### config.mk
export PLATFORM = sky130hd
export DESIGN_NAME = msw_ctrl
export DESIGN_NICKNAME = d
export VERILOG_FILES = /design/src/design/mid_side_stereo_widener_unit_assert.svh /design/src/design/msw_pkg.sv /design/src/design/msw_ctrl.sv
export SDC_FILE = /design/constraint.sdc
export NUM_CORES = 1
export LEC_CHECK = 0
export BUFFER_PORTS_ARGS = -buffer_cell sky130_fd_sc_hd__buf_2
export CORE_AREA = 2 2 39 41
export DETAILED_ROUTE_END_ITERATION = 8
export DIE_AREA = 0 0 41 43
export GPL_ROUTABILITY_DRIVEN = 1
export SLEW_MARGIN = 20
export SYNTH_ARGS = -nofsm -noshare
export SYNTH_HDL_FRONTEND = slang
export SYNTH_SLANG_ARGS = --single-unit
### constraint.sdc
create_clock -name clk -period 2.2 [get_ports clk]
set_input_delay 0.11 -clock clk [delete_from_list [all_inputs] [get_ports clk]]
set_output_delay 0.11 -clock clk [all_outputs]
set_load 0.03 [all_outputs]
### src/design/mid_side_stereo_widener_unit_assert.svh
// assertion macros for the mid/side widener
`ifndef MID_SIDE_STEREO_WIDENER_UNIT_ASSERT_SVH
`define MID_SIDE_STEREO_WIDENER_UNIT_ASSERT_SVH

// same-cycle implication
`define MSW_ASSERT_IMP(lbl, clk_s, rst_n_s, ante, cons) \
	lbl: assert property (@(posedge clk_s) disable iff (!rst_n_s) (ante) |-> (cons)) \
		else $error("msw assertion failed");

// next-cycle implication
`define MSW_ASSERT_NXT(lbl, clk_s, rst_n_s, ante, cons) \
	lbl: assert property (@(posedge clk_s) disable iff (!rst_n_s) (ante) |=> (cons)) \
		else $error("msw assertion failed");

`endif

### src/design/msw_pkg.sv
// shared constants and control types for the mid/side widener
package msw_pkg;

	localparam int DEF_DELAY_DEPTH = 2048;
	localparam int DEF_SAMPLE_BITS = 24;

	localparam int FILT_FRAC  = 28;
	localparam int COEF_FRAC  = 29;
	localparam int WIDTH_FRAC = 14;
	localparam int Y_BITS     = 31;
	localparam int STATE_BITS = 48;
	localparam int COEF_BITS  = 32;
	localparam int GAIN_BITS  = 16;
	localparam int DELAY_BITS = 11;

	localparam int CFG_IDX_BITS  = 3;
	localparam int CFG_DATA_BITS = 32;

	localparam logic [CFG_IDX_BITS-1:0] REG_WIDTH_GAIN = 3'd0;
	localparam logic [CFG_IDX_BITS-1:0] REG_DELAY      = 3'd1;
	localparam logic [CFG_IDX_BITS-1:0] REG_B0         = 3'd2;
	localparam logic [CFG_IDX_BITS-1:0] REG_B1         = 3'd3;
	localparam logic [CFG_IDX_BITS-1:0] REG_B2         = 3'd4;
	localparam logic [CFG_IDX_BITS-1:0] REG_A1         = 3'd5;
	localparam logic [CFG_IDX_BITS-1:0] REG_A2         = 3'd6;

	localparam logic [GAIN_BITS-1:0] GAIN_RESET = 16'd21299;

	typedef enum logic [2:0] {
		MUL_B0,
		MUL_B1,
		MUL_B2,
		MUL_A1,
		MUL_A2,
		MUL_GAIN
	} mul_sel_t;

	typedef struct packed {
		logic     ld_in;
		logic     mem;
		logic     ld_x;
		logic     mul_en;
		mul_sel_t mul_sel;
		logic     ld_y;
		logic     ld_acc;
		logic     ld_s1;
		logic     ld_s2;
		logic     ld_hp;
		logic     ld_out;
	} cmd_t;

	typedef struct packed {
		logic delay_on;
	} sts_t;

endpackage

### src/design/msw_ctrl.sv
// sequencer for the widener datapath and output handshake
module msw_ctrl (
	input  logic          clk,
	input  logic          arst_n,
	input  logic          s_valid,
	output logic          s_ready,
	output logic          m_valid,
	input  logic          m_ready,
	input  msw_pkg::sts_t sts,
	output msw_pkg::cmd_t cmd
);
	import msw_pkg::*;

	typedef enum logic [3:0] {
		ST_IDLE,
		ST_MEM,
		ST_RD,
		ST_B0,
		ST_Y,
		ST_A1,
		ST_S1,
		ST_A2,
		ST_S2,
		ST_WM,
		ST_OUT
	} state_t;

	state_t state_q;
	logic   out_valid_q;

	assign s_ready = (state_q == ST_IDLE);
	assign m_valid = out_valid_q;

	always_comb begin
		cmd = '0;
		cmd.mul_sel = MUL_B0;
		case (state_q)
			ST_IDLE: cmd.ld_in = s_valid;
			ST_MEM:  cmd.mem = 1'b1;
			ST_RD:   cmd.ld_x = 1'b1;
			ST_B0: begin
				cmd.mul_en = 1'b1;
				cmd.mul_sel = MUL_B0;
			end
			ST_Y: begin
				cmd.ld_y = 1'b1;
				cmd.mul_en = 1'b1;
				cmd.mul_sel = MUL_B1;
			end
			ST_A1: begin
				cmd.ld_acc = 1'b1;
				cmd.mul_en = 1'b1;
				cmd.mul_sel = MUL_A1;
			end
			ST_S1: begin
				cmd.ld_s1 = 1'b1;
				cmd.mul_en = 1'b1;
				cmd.mul_sel = MUL_B2;
			end
			ST_A2: begin
				cmd.ld_acc = 1'b1;
				cmd.mul_en = 1'b1;
				cmd.mul_sel = MUL_A2;
			end
			ST_S2: begin
				cmd.ld_s2 = 1'b1;
				cmd.ld_hp = 1'b1;
			end
			ST_WM: begin
				cmd.mul_en = 1'b1;
				cmd.mul_sel = MUL_GAIN;
			end
			ST_OUT:  cmd.ld_out = !out_valid_q || m_ready;
			default: cmd = '0;
		endcase
	end

	always_ff @(posedge clk or negedge arst_n) begin
		if (!arst_n) begin
			state_q <= ST_IDLE;
			out_valid_q <= 1'b0;
		end else begin
			if (state_q == ST_OUT && (!out_valid_q || m_ready)) begin
				out_valid_q <= 1'b1;
			end else if (out_valid_q && m_ready) begin
				out_valid_q <= 1'b0;
			end
			case (state_q)
				ST_IDLE: begin
					if (s_valid) begin
						state_q <= sts.delay_on ? ST_MEM : ST_RD;
					end
				end
				ST_MEM:  state_q <= ST_RD;
				ST_RD:   state_q <= ST_B0;
				ST_B0:   state_q <= ST_Y;
				ST_Y:    state_q <= ST_A1;
				ST_A1:   state_q <= ST_S1;
				ST_S1:   state_q <= ST_A2;
				ST_A2:   state_q <= ST_S2;
				ST_S2:   state_q <= ST_WM;
				ST_WM:   state_q <= ST_OUT;
				ST_OUT: begin
					if (!out_valid_q || m_ready) begin
						state_q <= ST_IDLE;
					end
				end
				default: state_q <= ST_IDLE;
			endcase
		end
	end

endmodule

# --- After elaboration in Yosys (flattened, before gate mapping) ---
# Cells that the tools add are included.
word_totals:
  input_bits: 5
  wordCells: 37
  out_inout_bits: 15
  register_bits: 5
classes:
  n_eq_ne: 12
  mux: 15
  reduce_logical: 8
op_table:
  columns: ["op", "n"]
  rows:
  - ["one-hot mux 4 bit (11 select lines)", 1]
  - ["one-hot mux 4 bit (6 select lines)", 1]
  - ["== test 4 x 3 -> 1 bit, second input constant", 4]
  - ["== test 4 bit, second input constant", 3]
  - ["2-to-1 mux 1 bit", 9]
  - ["== test 4 x 2 -> 1 bit, second input constant", 2]
  - ["2-to-1 mux 4 bit", 2]
  - ["== test 4 x 1 -> 1 bit, second input constant", 1]
  - ["zero test 4 bit", 1]
  - ["2-to-1 mux 2 bit", 2]
  - ["logical AND 1 bit", 2]
  - ["inequality test 2 x 1 -> 1 bit, second input constant", 1]
  - ["inequality test 2 bit, second input constant", 1]
  - ["AND reduction 2 bit", 1]
  - ["nonzero test 2 bit", 1]
  - ["OR reduction 2 bit", 1]
  - ["zero test 1 bit", 1]
  - ["logical OR 1 bit", 1]

# --- Depth between registers and ports, before layout ---
depth:
  depth_word: 4
  ltp_mapped: 4
  mapped_depth_nobuf: 3

# --- Worst setup path before layout ---
# OpenSTA, ideal clock, no wires.
synth_path:
  path_kind: "register to output"
  startpoint: "reg state_q[2]"
  endpoint: "out cmd[2] (netlist name)"
  path_buffers: 2
  path_slack_ps: 419
  t_required_ps: 2090
  stages_incl_launch_ff: 5
  arrival_time_ps: 1671
  cell_sequence: "dfrtp_1 -> buf_4 -> nand2b_4 -> nor3_1 -> buf_4"
synth_lines:
  columns: ["element", "line_no", "source"]
  rows:
  - ["from (decl)", "msw_ctrl.sv:28", "state_t state_q;"]
  - ["from (signal assigned)", "msw_ctrl.sv:91", "state_q <= sts.delay_on ? ST_MEM : ST_RD;"]
  - ["to (decl)", "msw_ctrl.sv:10", "output msw_pkg::cmd_t cmd"]

==> flow_summary.json <==
{
  "htreeDepth": 1,
  "hold_class": "in2reg",
  "dp_hpwl_um": 622,
  "die-area_um2": 1760,
  "drt_iter0_drc": 2,
  "synthesis.area_um2": 423,
  "antenna_found_initial": 0,
  "crit_required_ps": 2090,
  "area_growth_pct": 26.0,
  "wire_per_inst_um": 10.6,
  "worst-setup-path-type": "reg2out",
  "fin_nets": 71,
  "drtPass1Iterations": 2,
  "rsz0062_at_grt": "no",
  "grt_overflow": 0,
  "fin_setup_tns_ps": 0,
  "synth_seq_cells": 5,
  "period_needed_ps": 1800,
  "yosysSeqAreaShare_pct": 29.6,
  "initial_core_util_pct": 30.6,
  "max_freq_ghz": 0.555,
  "grt_pass1_vias": 314,
  "critPathArrivalTime_ps": 1690,
  "worstMarginPinSlew_ps": 517,
  "max_cap_viol_count": 0,
  "rows": 14,
  "num_antenna_cells": 0,
  "drv_slew": 0,
  "dpl-instance-area_um2": 495,
  "cts_hold_buf": 1,
  "multiInputGateArea_um2": 251,
  "cts.repair.resized": 0,
  "post_cts_buffers": 0,
  "core_area_um2": 1380,
  "grt_max_degree": 15,
  "die_x_um": 41,
  "synth_cells": 46,
  "start_kind": "flip-flop",
  "clkLatencyLatePin_ps": 250,
  "area.sequential_um2": 125,
  "worstPathMaxFanout": 12,
  "grt_pass1_wl_um": 1350,
  "ys_types": 25,
  "path_clk_slew_ps": 50,
  "viasPerCell": 4.81,
  "final_cell_mix": "buf_2 (19), nor2_1 (5), dfrtp_1 (5)",
  "fin_crit_sh_pct": 82.0,
  "wirelength_um": 856,
  "clk_path_buf_depth": 2,
  "end_kind": "primary output",
  "finalCoreUtilization_pct": 38.5,
  "final_common_cell": "buf_2",
  "finalHoldViolCount": 0,
  "syn-num-nets": 51,
  "slew-limit-headroom_pct": 65.5,
  "die_y_um": 43,
  "syn_area_per_cell_um2": 9.19,
  "clkSinkCount": 5,
  "ant_nets": 0,
  "via_count": 390,
  "route.detailed.drc": 0,
  "design_area_um2": 533,
  "layout-drive-gt1-share_pct": 44.6,
  "portBuffers": 19,
  "setup_viol": 0,
  "cts_root_buf": "clkbuf_4",
  "routabilityCongestion": 0.762,
  "numCtsBuffers": 3,
  "synth-warning-count": 0,
  "nFillCells": 146,
  "io_pins": 20,
  "status": "completed",
  "cts_tree": "done",
  "grt_usage_pct": 11.2,
  "skew_ps": 0.981
}
==> state kept, by name, summed over array words and instances (netlist names) <==
| name | flops |
|---|---|
| state_q | 4 |
| m_valid | 1 |
==> cells in the mapped netlist, drive strengths merged <==
cell | count | share of area [%]
nor3 | 4 | 4.7
nor4 | 2 | 8.0
a21bo | 1 | 2.4
nor3b | 1 | 3.0
o2bb2ai | 2 | 4.1
and2 | 2 | 3.0
o22ai | 1 | 1.5
inv | 1 | 0.89
nand2b | 4 | 7.7
o21a | 2 | 3.5
xor2 | 1 | 2.1
buf | 5 | 10
a31oi | 1 | 1.5
mux2i | 1 | 2.4
nor2 | 5 | 4.4
a2111oi | 1 | 3.5
dfrtp | 5 | 30
a21oi | 1 | 1.2
o21ai | 2 | 2.4
nand2 | 4 | 4.1
==> final cells by class <==
| cell class | instances | share of cell area [%] |
|---|---|---|
| flip-flops and latches | 5 | 23.5 |
| well taps | 16 | 3.76 |
| multi-input cells | 35 | 47.2 |
| repair buffers | 20 | 19.7 |
| clock buffers | 3 | 4.23 |
| inverters | 1 | 0.704 |
| clock inverters | 1 | 0.939 |
==> worst paths after layout <==
path,startpoint,end,slack (ps),cells past startpoint
max,state_q[3]$_DFFE_PN0P_,cmd[9],400,4
min,sts,state_q[0]$_DFFE_PN0P_,170,3
max reg2reg,state_q[1]$_DFFE_PN0P_,state_q[2]$_DFFE_PN0P_,940,3
min reg2reg,m_valid$_DFFE_PN0P_,m_valid$_DFFE_PN0P_,570,2
max in group asynchronous,arst_n,state_q[0]$_DFFE_PN0P_,1880,2
min in group asynchronous,arst_n,state_q[1]$_DFFE_PN0P_,200,2
==> stage by stage <==
step                worst slack [ps]  hold WS, ps  cells
floorplan                        419         -186     46
global placement                 645        -71.9     76
detailed placement               660        -74.5     76
CTS                              386          172     81
global route                     222          187     81
finish                           397          167     81
==> logic make-up (layout without fill, tap and decap cells) <==
logic type,Yosys count,in the layout,share of synthesized area [%]
compound gates,11,11,20.1
simple gates,22,22,34.9
flops,5,5,29.6
buf+inv,6,25,10.9
xor+xnor,1,1,2.07
mux,1,1,2.37
==> worst max-delay path: stages (launching register included) <==
cell and delay, ps:
dfrtp_1 550, nand2b_1 330, mux2i_1 220, o2bb2ai_1 130
buf_2 210
==> metal layers <==
metal  up-vias  share of wire, %  GRT usage, %
met5         -                 0             0
met4         0                 0          2.00
met3         0               9.0          6.28
met2        12                45          14.7
met1       178                46          16.0
li1        200                 -             -
Power is not shown: default switching activity piles up to over one toggle a cycle in this logic, so the estimate is an artifact.
