**config.mk**
```make
export PLATFORM = sky130hd
export DESIGN_NAME = msw_dp
export DESIGN_NICKNAME = d
export VERILOG_FILES = /design/src/design/mid_side_stereo_widener_unit_assert.svh /design/src/design/msw_pkg.sv /design/src/design/msw_dp.sv
export SDC_FILE = /design/constraint.sdc
export NUM_CORES = 2
export LEC_CHECK = 0
export ABC_AREA = 1
export BUFFER_PORTS_ARGS = -buffer_cell sky130_fd_sc_hd__buf_4
export CORE_MARGIN = 8
export CORE_UTILIZATION = 40
export DETAILED_ROUTE_END_ITERATION = 6
export GPL_ROUTABILITY_DRIVEN = 0
export PLACE_DENSITY_LB_ADDON = 0.1
export SYNTH_ARGS = -nofsm -noshare
export SYNTH_HDL_FRONTEND = slang
export SYNTH_SLANG_ARGS = --single-unit
```
**constraint.sdc**
```tcl
create_clock -name clk -period 7.41 [get_ports clk]
set_input_delay 0.3705 -clock clk [delete_from_list [all_inputs] [get_ports clk]]
set_output_delay 0.3705 -clock clk [all_outputs]
set_load 0.05 [all_outputs]
```
**src/design/mid_side_stereo_widener_unit_assert.svh**
```systemverilog
// assertion macros for the mid/side widener
`ifndef MID_SIDE_STEREO_WIDENER_UNIT_ASSERT_SVH
`define MID_SIDE_STEREO_WIDENER_UNIT_ASSERT_SVH

// same-cycle implication
`define MSW_ASSERT_IMP(lbl, clk_s, rst_n_s, ante, cons) \
	lbl: assert property (@(posedge clk_s) disable iff (!rst_n_s) (ante) |-> (cons)) \
		else $error("msw assertion failed");

// next-cycle implication
`define MSW_ASSERT_NXT(lbl, clk_s, rst_n_s, ante, cons) \
	lbl: assert property (@(posedge clk_s) disable iff (!rst_n_s) (ante) |=> (cons)) \
		else $error("msw assertion failed");

`endif

```
**src/design/msw_pkg.sv**
```systemverilog
// shared constants and control types for the mid/side widener
package msw_pkg;

	localparam int DEF_DELAY_DEPTH = 2048;
	localparam int DEF_SAMPLE_BITS = 24;

	localparam int FILT_FRAC  = 28;
	localparam int COEF_FRAC  = 29;
	localparam int WIDTH_FRAC = 14;
	localparam int Y_BITS     = 31;
	localparam int STATE_BITS = 48;
	localparam int COEF_BITS  = 32;
	localparam int GAIN_BITS  = 16;
	localparam int DELAY_BITS = 11;

	localparam int CFG_IDX_BITS  = 3;
	localparam int CFG_DATA_BITS = 32;

	localparam logic [CFG_IDX_BITS-1:0] REG_WIDTH_GAIN = 3'd0;
	localparam logic [CFG_IDX_BITS-1:0] REG_DELAY      = 3'd1;
	localparam logic [CFG_IDX_BITS-1:0] REG_B0         = 3'd2;
	localparam logic [CFG_IDX_BITS-1:0] REG_B1         = 3'd3;
	localparam logic [CFG_IDX_BITS-1:0] REG_B2         = 3'd4;
	localparam logic [CFG_IDX_BITS-1:0] REG_A1         = 3'd5;
	localparam logic [CFG_IDX_BITS-1:0] REG_A2         = 3'd6;

	localparam logic [GAIN_BITS-1:0] GAIN_RESET = 16'd21299;

	typedef enum logic [2:0] {
		MUL_B0,
		MUL_B1,
		MUL_B2,
		MUL_A1,
		MUL_A2,
		MUL_GAIN
	} mul_sel_t;

	typedef struct packed {
		logic     ld_in;
		logic     mem;
		logic     ld_x;
		logic     mul_en;
		mul_sel_t mul_sel;
		logic     ld_y;
		logic     ld_acc;
		logic     ld_s1;
		logic     ld_s2;
		logic     ld_hp;
		logic     ld_out;
	} cmd_t;

	typedef struct packed {
		logic delay_on;
	} sts_t;

endpackage

```
**src/design/msw_dp.sv**
```systemverilog
// datapath: config registers, delay addressing, shared multiplier, biquad and mixing
module msw_dp #(
	parameter int DELAY_DEPTH = msw_pkg::DEF_DELAY_DEPTH,
	parameter int SAMPLE_BITS = msw_pkg::DEF_SAMPLE_BITS
) (
	input  logic                               clk,
	input  logic                               arst_n,
	input  msw_pkg::cmd_t                      cmd,
	output msw_pkg::sts_t                      sts,
	input  logic signed [SAMPLE_BITS-1:0]      left_in,
	input  logic signed [SAMPLE_BITS-1:0]      right_in,
	input  logic                               cfg_we,
	input  logic [msw_pkg::CFG_IDX_BITS-1:0]   cfg_index,
	input  logic [msw_pkg::CFG_DATA_BITS-1:0]  cfg_data,
	output logic                               ram_we,
	output logic [$clog2(DELAY_DEPTH)-1:0]     ram_waddr,
	output logic [SAMPLE_BITS-1:0]             ram_wdata,
	output logic [$clog2(DELAY_DEPTH)-1:0]     ram_raddr,
	input  logic [SAMPLE_BITS-1:0]             ram_rdata,
	output logic signed [SAMPLE_BITS-1:0]      left_out,
	output logic signed [SAMPLE_BITS-1:0]      right_out
);
	import msw_pkg::*;

	localparam int AW      = $clog2(DELAY_DEPTH);
	localparam int CW      = (AW + 1 > DELAY_BITS) ? AW + 1 : DELAY_BITS;
	localparam int XF_W    = 30;
	localparam int LOW_W   = SAMPLE_BITS + 4;
	localparam int HP_W    = SAMPLE_BITS + 5;
	localparam int MB      = (HP_W > COEF_BITS) ? HP_W : COEF_BITS;
	localparam int P_W     = COEF_BITS + MB;
	localparam int W       = P_W + 2;
	localparam int SH_DN   = (SAMPLE_BITS < FILT_FRAC) ? FILT_FRAC - SAMPLE_BITS : 0;
	localparam int SH_UP   = (SAMPLE_BITS > FILT_FRAC) ? SAMPLE_BITS - FILT_FRAC : 0;
	localparam int HALF_DN = (SH_DN > 0) ? SH_DN - 1 : 0;
	localparam int HALF_UP = (SH_UP > 0) ? SH_UP - 1 : 0;

	// configuration
	logic [GAIN_BITS-1:0]         gain_q;
	logic [DELAY_BITS-1:0]        delay_q;
	logic signed [COEF_BITS-1:0]  b0_q, b1_q, b2_q, a1_q, a2_q;

	// delay line addressing
	logic [AW-1:0]                wi_q;
	logic [AW:0]                  fill_q;
	logic                         rvalid_q;
	logic [CW-1:0]                d_ext, d_sat;
	logic [AW:0]                  d_a, wi_e, ri_e;

	// item and working registers
	logic signed [SAMPLE_BITS-1:0] left_q, right_q, right_eff;
	logic signed [SAMPLE_BITS:0]   x_q, sum_q, x_n;
	logic signed [SAMPLE_BITS+1:0] x_w, x_r;
	logic signed [XF_W-1:0]        xf_q, xf_n;
	logic signed [Y_BITS-1:0]      y_q, y_n;
	logic signed [STATE_BITS-1:0]  s1_q, s2_q, s1_n, s2_n;
	logic signed [HP_W-1:0]        hp_q, hp_n;
	logic signed [LOW_W-1:0]       low;
	logic signed [31:0]            y_r;
	logic signed [COEF_BITS-1:0]   a_op;
	logic signed [MB-1:0]          b_op;
	logic signed [P_W-1:0]         prod_q, acc_q;
	logic signed [W-1:0]           yt, ys, dt, ds, s1v, st, sw, lv, rv, ls, rs;
	logic signed [SAMPLE_BITS-1:0] lo_n, ro_n;

	assign sts.delay_on = (delay_q != '0);

	always_comb begin
		d_ext = CW'(delay_q);
		d_sat = (d_ext > CW'(DELAY_DEPTH - 1)) ? CW'(DELAY_DEPTH - 1) : d_ext;
		d_a   = (AW + 1)'(d_sat);
		wi_e  = (AW + 1)'(wi_q);
		ri_e  = (wi_e >= d_a) ? wi_e - d_a : wi_e + (AW + 1)'(DELAY_DEPTH) - d_a;
	end

	assign ram_we    = cmd.mem;
	assign ram_waddr = wi_q;
	assign ram_wdata = right_q;
	assign ram_raddr = ri_e[AW-1:0];

	// side, sum and scaling into filter units
	always_comb begin
		right_eff = sts.delay_on ? (rvalid_q ? $signed(ram_rdata) : '0) : right_q;
		x_n = (SAMPLE_BITS + 1)'(left_q) - (SAMPLE_BITS + 1)'(right_eff);
		x_w = (SAMPLE_BITS + 2)'(x_n);
		x_r = x_w + ((SAMPLE_BITS + 2)'(1) << HALF_UP);
		if (SH_UP == 0) begin
			xf_n = XF_W'(x_w) <<< SH_DN;
		end else begin
			xf_n = XF_W'(x_r >>> SH_UP);
		end
	end

	// shared multiplier operands
	always_comb begin
		case (cmd.mul_sel)
			MUL_B0:   a_op = b0_q;
			MUL_B1:   a_op = b1_q;
			MUL_B2:   a_op = b2_q;
			MUL_A1:   a_op = a1_q;
			MUL_A2:   a_op = a2_q;
			MUL_GAIN: a_op = $signed(COEF_BITS'(gain_q));
			default:  a_op = '0;
		endcase
		case (cmd.mul_sel)
			MUL_B0, MUL_B1, MUL_B2: b_op = MB'(xf_q);
			MUL_A1, MUL_A2:         b_op = MB'(y_q);
			MUL_GAIN:               b_op = MB'(hp_q);
			default:                b_op = '0;
		endcase
	end

	// filter output, saturated to 31 bits
	always_comb begin
		yt = W'(prod_q) + (W'(1) << (COEF_FRAC - 1));
		ys = yt >>> COEF_FRAC;
		s1v = ys + W'(s1_q);
		if (s1v[W-1:Y_BITS-1] == '0 || s1v[W-1:Y_BITS-1] == '1) begin
			y_n = s1v[Y_BITS-1:0];
		end else begin
			y_n = s1v[W-1] ? {1'b1, {(Y_BITS-1){1'b0}}} : {1'b0, {(Y_BITS-1){1'b1}}};
		end
	end

	// state updates
	always_comb begin
		dt = W'(acc_q) - W'(prod_q) + (W'(1) << (COEF_FRAC - 1));
		ds = dt >>> COEF_FRAC;
		st = ds + W'(s2_q);
		if (st[W-1:STATE_BITS-1] == '0 || st[W-1:STATE_BITS-1] == '1) begin
			s1_n = st[STATE_BITS-1:0];
		end else begin
			s1_n = st[W-1] ? {1'b1, {(STATE_BITS-1){1'b0}}} : {1'b0, {(STATE_BITS-1){1'b1}}};
		end
		if (ds[W-1:STATE_BITS-1] == '0 || ds[W-1:STATE_BITS-1] == '1) begin
			s2_n = ds[STATE_BITS-1:0];
		end else begin
			s2_n = ds[W-1] ? {1'b1, {(STATE_BITS-1){1'b0}}} : {1'b0, {(STATE_BITS-1){1'b1}}};
		end
	end

	// low part back to sample units, high part
	always_comb begin
		y_r = 32'(y_q) + (32'(1) << HALF_DN);
		if (SH_DN > 0) begin
			low = LOW_W'(y_r >>> SH_DN);
		end else begin
			low = LOW_W'(y_q) <<< SH_UP;
		end
		hp_n = HP_W'(x_q) - HP_W'(low);
	end

	// width scaling and output mix
	always_comb begin
		sw = (W'(prod_q) + (W'(1) << (WIDTH_FRAC - 1))) >>> WIDTH_FRAC;
		lv = W'(sum_q) + sw + W'(1);
		rv = W'(sum_q) - sw + W'(1);
		ls = lv >>> 1;
		rs = rv >>> 1;
		if (ls[W-1:SAMPLE_BITS-1] == '0 || ls[W-1:SAMPLE_BITS-1] == '1) begin
			lo_n = ls[SAMPLE_BITS-1:0];
		end else begin
			lo_n = ls[W-1] ? {1'b1, {(SAMPLE_BITS-1){1'b0}}} : {1'b0, {(SAMPLE_BITS-1){1'b1}}};
		end
		if (rs[W-1:SAMPLE_BITS-1] == '0 || rs[W-1:SAMPLE_BITS-1] == '1) begin
			ro_n = rs[SAMPLE_BITS-1:0];
		end else begin
			ro_n = rs[W-1] ? {1'b1, {(SAMPLE_BITS-1){1'b0}}} : {1'b0, {(SAMPLE_BITS-1){1'b1}}};
		end
	end

	always_ff @(posedge clk or negedge arst_n) begin
		if (!arst_n) begin
			gain_q <= GAIN_RESET;
			delay_q <= '0;
			b0_q <= '0;
			b1_q <= '0;
			b2_q <= '0;
			a1_q <= '0;
			a2_q <= '0;
			wi_q <= '0;
			fill_q <= '0;
			rvalid_q <= 1'b0;
			s1_q <= '0;
			s2_q <= '0;
		end else begin
			if (cfg_we) begin
				case (cfg_index)
					REG_WIDTH_GAIN: gain_q <= cfg_data[GAIN_BITS-1:0];
					REG_DELAY:      delay_q <= cfg_data[DELAY_BITS-1:0];
					REG_B0:         b0_q <= $signed(cfg_data);
					REG_B1:         b1_q <= $signed(cfg_data);
					REG_B2:         b2_q <= $signed(cfg_data);
					REG_A1:         a1_q <= $signed(cfg_data);
					REG_A2:         a2_q <= $signed(cfg_data);
					default:        ;
				endcase
			end
			if (cmd.mem) begin
				// entries past the fill count were never written and read as zero
				rvalid_q <= (ri_e < fill_q);
				wi_q <= (wi_e + (AW + 1)'(1) == (AW + 1)'(DELAY_DEPTH)) ? '0 : wi_q + AW'(1);
				if (fill_q != (AW + 1)'(DELAY_DEPTH)) begin
					fill_q <= fill_q + (AW + 1)'(1);
				end
			end
			if (cmd.ld_s1) begin
				s1_q <= s1_n;
			end
			if (cmd.ld_s2) begin
				s2_q <= s2_n;
			end
		end
	end

	always_ff @(posedge clk) begin
		if (cmd.ld_in) begin
			left_q <= left_in;
			right_q <= right_in;
		end
		if (cmd.ld_x) begin
			x_q <= x_n;
			xf_q <= xf_n;
			sum_q <= (SAMPLE_BITS + 1)'(left_q) + (SAMPLE_BITS + 1)'(right_eff);
		end
		if (cmd.mul_en) begin
			prod_q <= a_op * b_op;
		end
		if (cmd.ld_acc) begin
			acc_q <= prod_q;
		end
		if (cmd.ld_y) begin
			y_q <= y_n;
		end
		if (cmd.ld_hp) begin
			hp_q <= hp_n;
		end
		if (cmd.ld_out) begin
			left_out <= lo_n;
			right_out <= ro_n;
		end
	end

endmodule

```
# Word level (Yosys, flattened, before mapping)
# Cells that the tools add are included.
dict set report word_totals {
  ff_bits 666
  input_bits 123
  out_inout_bits 96
  wordCells 103
}
dict set report classes {
  addsub 20
  multipliers 1
  magnitude_cmp 2
  n_eq_ne 18
  muxes 16
  n_reduce_logical 23
}
# op n
set ops {}
lappend ops {{$mux W48} 4}
lappend ops {{$pmux W32 S6} 1}
lappend ops {{$mux W24} 6}
lappend ops {{$add A52 B2 Y53 const B} 2}
lappend ops {{$pmux W32 S3} 1}
lappend ops {{$eq A43 B43 Y1 const B} 2}
lappend ops {{$logic_not A43 Y1} 2}
lappend ops {{$add A65 B30 Y66 const B} 1}
lappend ops {{$add A64 B15 Y65 const B} 1}
lappend ops {{$add A64 B30 Y65 const B} 1}
lappend ops {{$sub A64 B64 Y65} 1}
lappend ops {{$mul A32 B32 Y64} 1}
lappend ops {{$mux W31} 2}
lappend ops {{$add A25 B51 Y52} 1}
lappend ops {{$sub A25 B51 Y52} 1}
lappend ops {{$add A36 B48 Y49} 1}
lappend ops {{$add A37 B48 Y49} 1}
lappend ops {{$eq A19 B19 Y1 const B} 2}
lappend ops {{$logic_not A19 Y1} 2}
lappend ops {{$eq A36 B36 Y1 const B} 1}
lappend ops {{$logic_not A36 Y1} 1}
lappend ops {{$add A31 B5 Y32 const B} 1}
lappend ops {{$sub A25 B28 Y29} 1}
lappend ops {{$add A24 B24 Y25} 1}
lappend ops {{22 further kinds} 42}

# Logic depth before layout (Yosys ltp)
dict set report depth {
  depth_word 6
  ltp_mapped 41
}

# Worst setup path before layout
# Ideal clock, no wire load.
dict set report synth_timing {
  path_kind {input-to-reg}
  from {in cmd[6] in the netlist's numbering}
  to {reg prod_q[58] (data pin)}
  arrival_time_ps 8067
  required_ps 7144
  slack_ps -923
  stages 28
  cell_sequence {nand2_1 -> nor2_1 -> buf_2 -> buf_2 -> nand2_1 -> nand3_1 -> nor2_1 -> clkbuf_1 -> nor2_1 -> fa_1 -> fa_1 -> fa_1 -> fa_1 -> inv_1 -> fa_1 -> inv_1 -> fa_1 -> inv_1 -> fa_1 -> inv_1 -> fa_1 -> ha_1 -> a21oi_1 -> o21ai_0 -> o21bai_1 -> a221oi_1 -> o221ai_1 -> xor2_1}
}
dict set report synth_between {
  elab_chain_len 4
  elab_cells_between_ends 11
  classes_between {mul (1); eq/ne (5); mux (2); reduce/logical (3)}
}
# element line
set synth_lines {}
lappend synth_lines {{start, declared} msw_dp.sv:8} ;# input msw_pkg::cmd_t cmd,
lappend synth_lines {{$eq A3 B1 Y1 (tied with other cells)} {msw_dp.sv:96, msw_dp.sv:105}}
lappend synth_lines {{$reduce_or A3 Y1 / $reduce_or A2 Y1 (equally long branches)} msw_dp.sv:105} ;# case (cmd.mul_sel)
lappend synth_lines {{$pmux W32 S3} msw_dp.sv:105}
lappend synth_lines {{$mul A32 B32 Y64 *} msw_dp.sv:227} ;# prod_q <= a_op * b_op;
lappend synth_lines {{end signal, assigned} msw_dp.sv:227}
lappend synth_lines {{end, declared} msw_dp.sv:62} ;# logic signed [P_W-1:0] prod_q, acc_q;
# Mark *: on every way between the ends. The rest lies on a longest branch, timed or not.
# A chain may end at the register's enable or synchronous reset.

==> results.cfg <==
[outcome]
status = finished with violations
violations = DRC, setup timing

[timing]
worstMarginPinSlew_ns = 1.194
slew_headroom_pct = 20.09
fin_crit_ns = 7.736
slew_viol_final = 0
clock.fmax_ghz = 0.1293
finalCritPeriodShare_pct = 104.4
setup_violations = 33
hold_viol = 0
fin_ws_ns = -0.3260
rsz0062_at_grt = true
skew_ns = 0.07937

[setup_path]
arrival_ns = 8.18
path_class = flip-flop to flip-flop
critPathLaunchType = flip-flop
r2r-start = x_q[9]
startpoint = x_q[9]
cp_slowest_stage_delay_ns = 0.57
cpMostUsedCell = fa_1
worst_path_max_delay_cell = fa_1
end_kind = flip-flop
required_ns = 7.85
cp_max_fo = 8
reg2reg_slack_ns = -0.33

[logic_synthesis]
syn-cell-area_um2 = 89100
synthTopCellsByArea = fa_1 25%, nand2_1 13%, edfxtp_1 11%
synth_edf_count = 333
yosysMostFrequentCell = nand2_1
synth_common_cells = 3184 x nand2_1, 2451 x inv_1, 1267 x nor2_1
synth-main-ff-cell = edfxtp_1
ys_ff_latch = 629
avgSynthCellArea_um2 = 7.474
ys_types = 63
yosysTopAreaCellShare_pct = 24.51
syn_nets = 13785
yosysTopAreaCell = fa_1
seq_area_frac_synth_pct = 19.55
async_reset_ff_share_pct = 47.06
postSynthCellCount = 11922
yosysWarnings = 0

[floorplan]
rows = 173
start_util_pct = 40.16
io_pins = 219
coreArea_um2 = 221900
dieArea_um2 = 238100
die_h_um = 488.0
fp.dieW_um = 488.0

[finish]
syn_to_final_growth_pct = 23.28
drive_above_1_share_pct = 16.13
nets = 14901
nFillCells = 21807

[placement]
place_ws_ns = -1.569
portBuffers = 218
hpwl_um = 296000

[cts]
max-clock-path-buffers = 3
cts_sinks = 629
cts_buffers = 76
clkTransAtPathRegs_ns = 0.06
clk_latency_ns = 0.73
htreeDepth = 3
clockRootBuffer = clkbuf_16
cts_tree = built

[run]
max-cap-violations = 0

[drt]
vias_per_cell = 5.223
ant_nets = 0
drcViolationCount = 1
drt_wl_total_um = 356600
wl_per_cell_um = 22.18
num_vias = 83966
drtIter0Drc = 7946
drtPass1Iterations = 7

[global_route]
antenna_found_initial = 3
track_usage_pct = 29.00
grt_max_degree = 75
grt_pass1_wl_um = 525900
grt.overflow.total = 0
grt_pass1_vias = 84129

[hold_path]
hp-start = cfg_data[21]
hp-class = input port to flip-flop
## metal layers
layer | global-route usage, % | share of wire [%] | vias to the layer above
met2 | 45.80 | 44 | 3409
met5 | 0 | 0 | -
li1 | - | - | 38807
met4 | 13.55 | 6.1 | 0
met1 | 39.08 | 42 | 40998
met3 | 4.657 | 7.7 | 752
## logic make-up (layout without fill, tap and decap cells)
logic type               Yosys count  in the layout  synth area share [%]
AND/OR/NAND/NOR                 5144           5145                 23.10
adder cells (fa/ha/maj)         1740           1740                 33.63
XOR/XNOR                         400            400                 3.932
AO/OA/AOI/OAI                   1251           1251                 8.048
buffers and inverters           2758           3932                 11.74
flip-flops                       629            629                 19.55
other                              0              4                     0
## per-stage QoR
step	instances	setup TNS [ns]	hold WS [ns]	instance area, µm²	utilization (%)
final	16076	-5.218	0.05961	109800	49.51
after global routing	16073	-12.15	0.05102	109800	49.51
after CTS	16000	-4.831	0.007269	107400	48.40
after detailed placement	15659	-56.03	0.3718	100900	45.49
after global placement	15659	-53.64	0.3693	100900	45.49
after floorplan	11922	-3.358	0.07491	89560	-
## area by class of cell
| type | count | area [µm²] | share of cell area (%) |
|---|---|---|---|
| sequential | 629 | 17420 | 15.86 |
| tap | 2975 | 3722 | 3.389 |
| antenna | 4 | 10.01 | 0.009113 |
| multi-input combinational | 8536 | 64610 | 58.82 |
| clock inverter | 39 | 488.0 | 0.4442 |
| inverter | 2485 | 9428 | 8.583 |
| clock buffer | 98 | 2014 | 1.834 |
| timing repair buffer | 1310 | 12150 | 11.06 |
## sequential cells by signal, summed over array words and instances (netlist names), 25 cells and up
| signal | count |
|---|---|
| b0_q | 32 |
| b2_q | 32 |
| y_q | 31 |
| s1_q | 48 |
| hp_q | 29 |
| prod_q | 64 |
| x_q | 25 |
| a2_q | 32 |
| a1_q | 32 |
| b1_q | 32 |
| s2_q | 37 |
| acc_q | 64 |
## worst paths after layout
path | endpoint | depth (start not counted)
worst max-delay path | prod_q[62] | 28
worst min-delay path | a1_q[21] | 3
worst max register to register | prod_q[62] | 28
worst min register to register | acc_q[9] | 0
max in group asynchronous | fill_q[7] | 4
min in group asynchronous | s1_q[46] | 2
## worst max-delay path: cells and delay by family (launching register included)
kind	cells	cell delay, ns
AOI/OAI and AO/OA	4	0.93
DFF	1	0.50
adders and majority gates	9	4.22
buffers and inverters	10	1.28
and+or+nand+nor	4	0.36
xor gates and xnor gates	1	0.16
## what timing repair did
item	4_1_cts	5_1_grt
hold buffers	66	0
gates resized for setup	488	483
cloned	5	10
endpoints found under the hold margin	151	0
setup endpoints to repair	50	49
setup buffers	142	78
pin swaps	179	282
## layout by cell type, fill, tap and decap left out, types with 86 or more instances in the layout
master / n
buf_12: 113
nor2_1: 1166
a21oi_1: 387
nand4_1: 134
ha_1: 600
o21ai_0: 424
nand3_1: 307
fa_1: 1001
clkbuf_16: 86
inv_1: 2337
fa_2: 90
edfxtp_1: 333
nor3_1: 101
buf_6: 95
inv_2: 110
dfrtp_1: 288
buf_4: 1002
nand2_1: 3100
xor2_1: 306
Power is not shown: default switching activity piles up to over one toggle a cycle in this logic, so the estimate is an artifact.
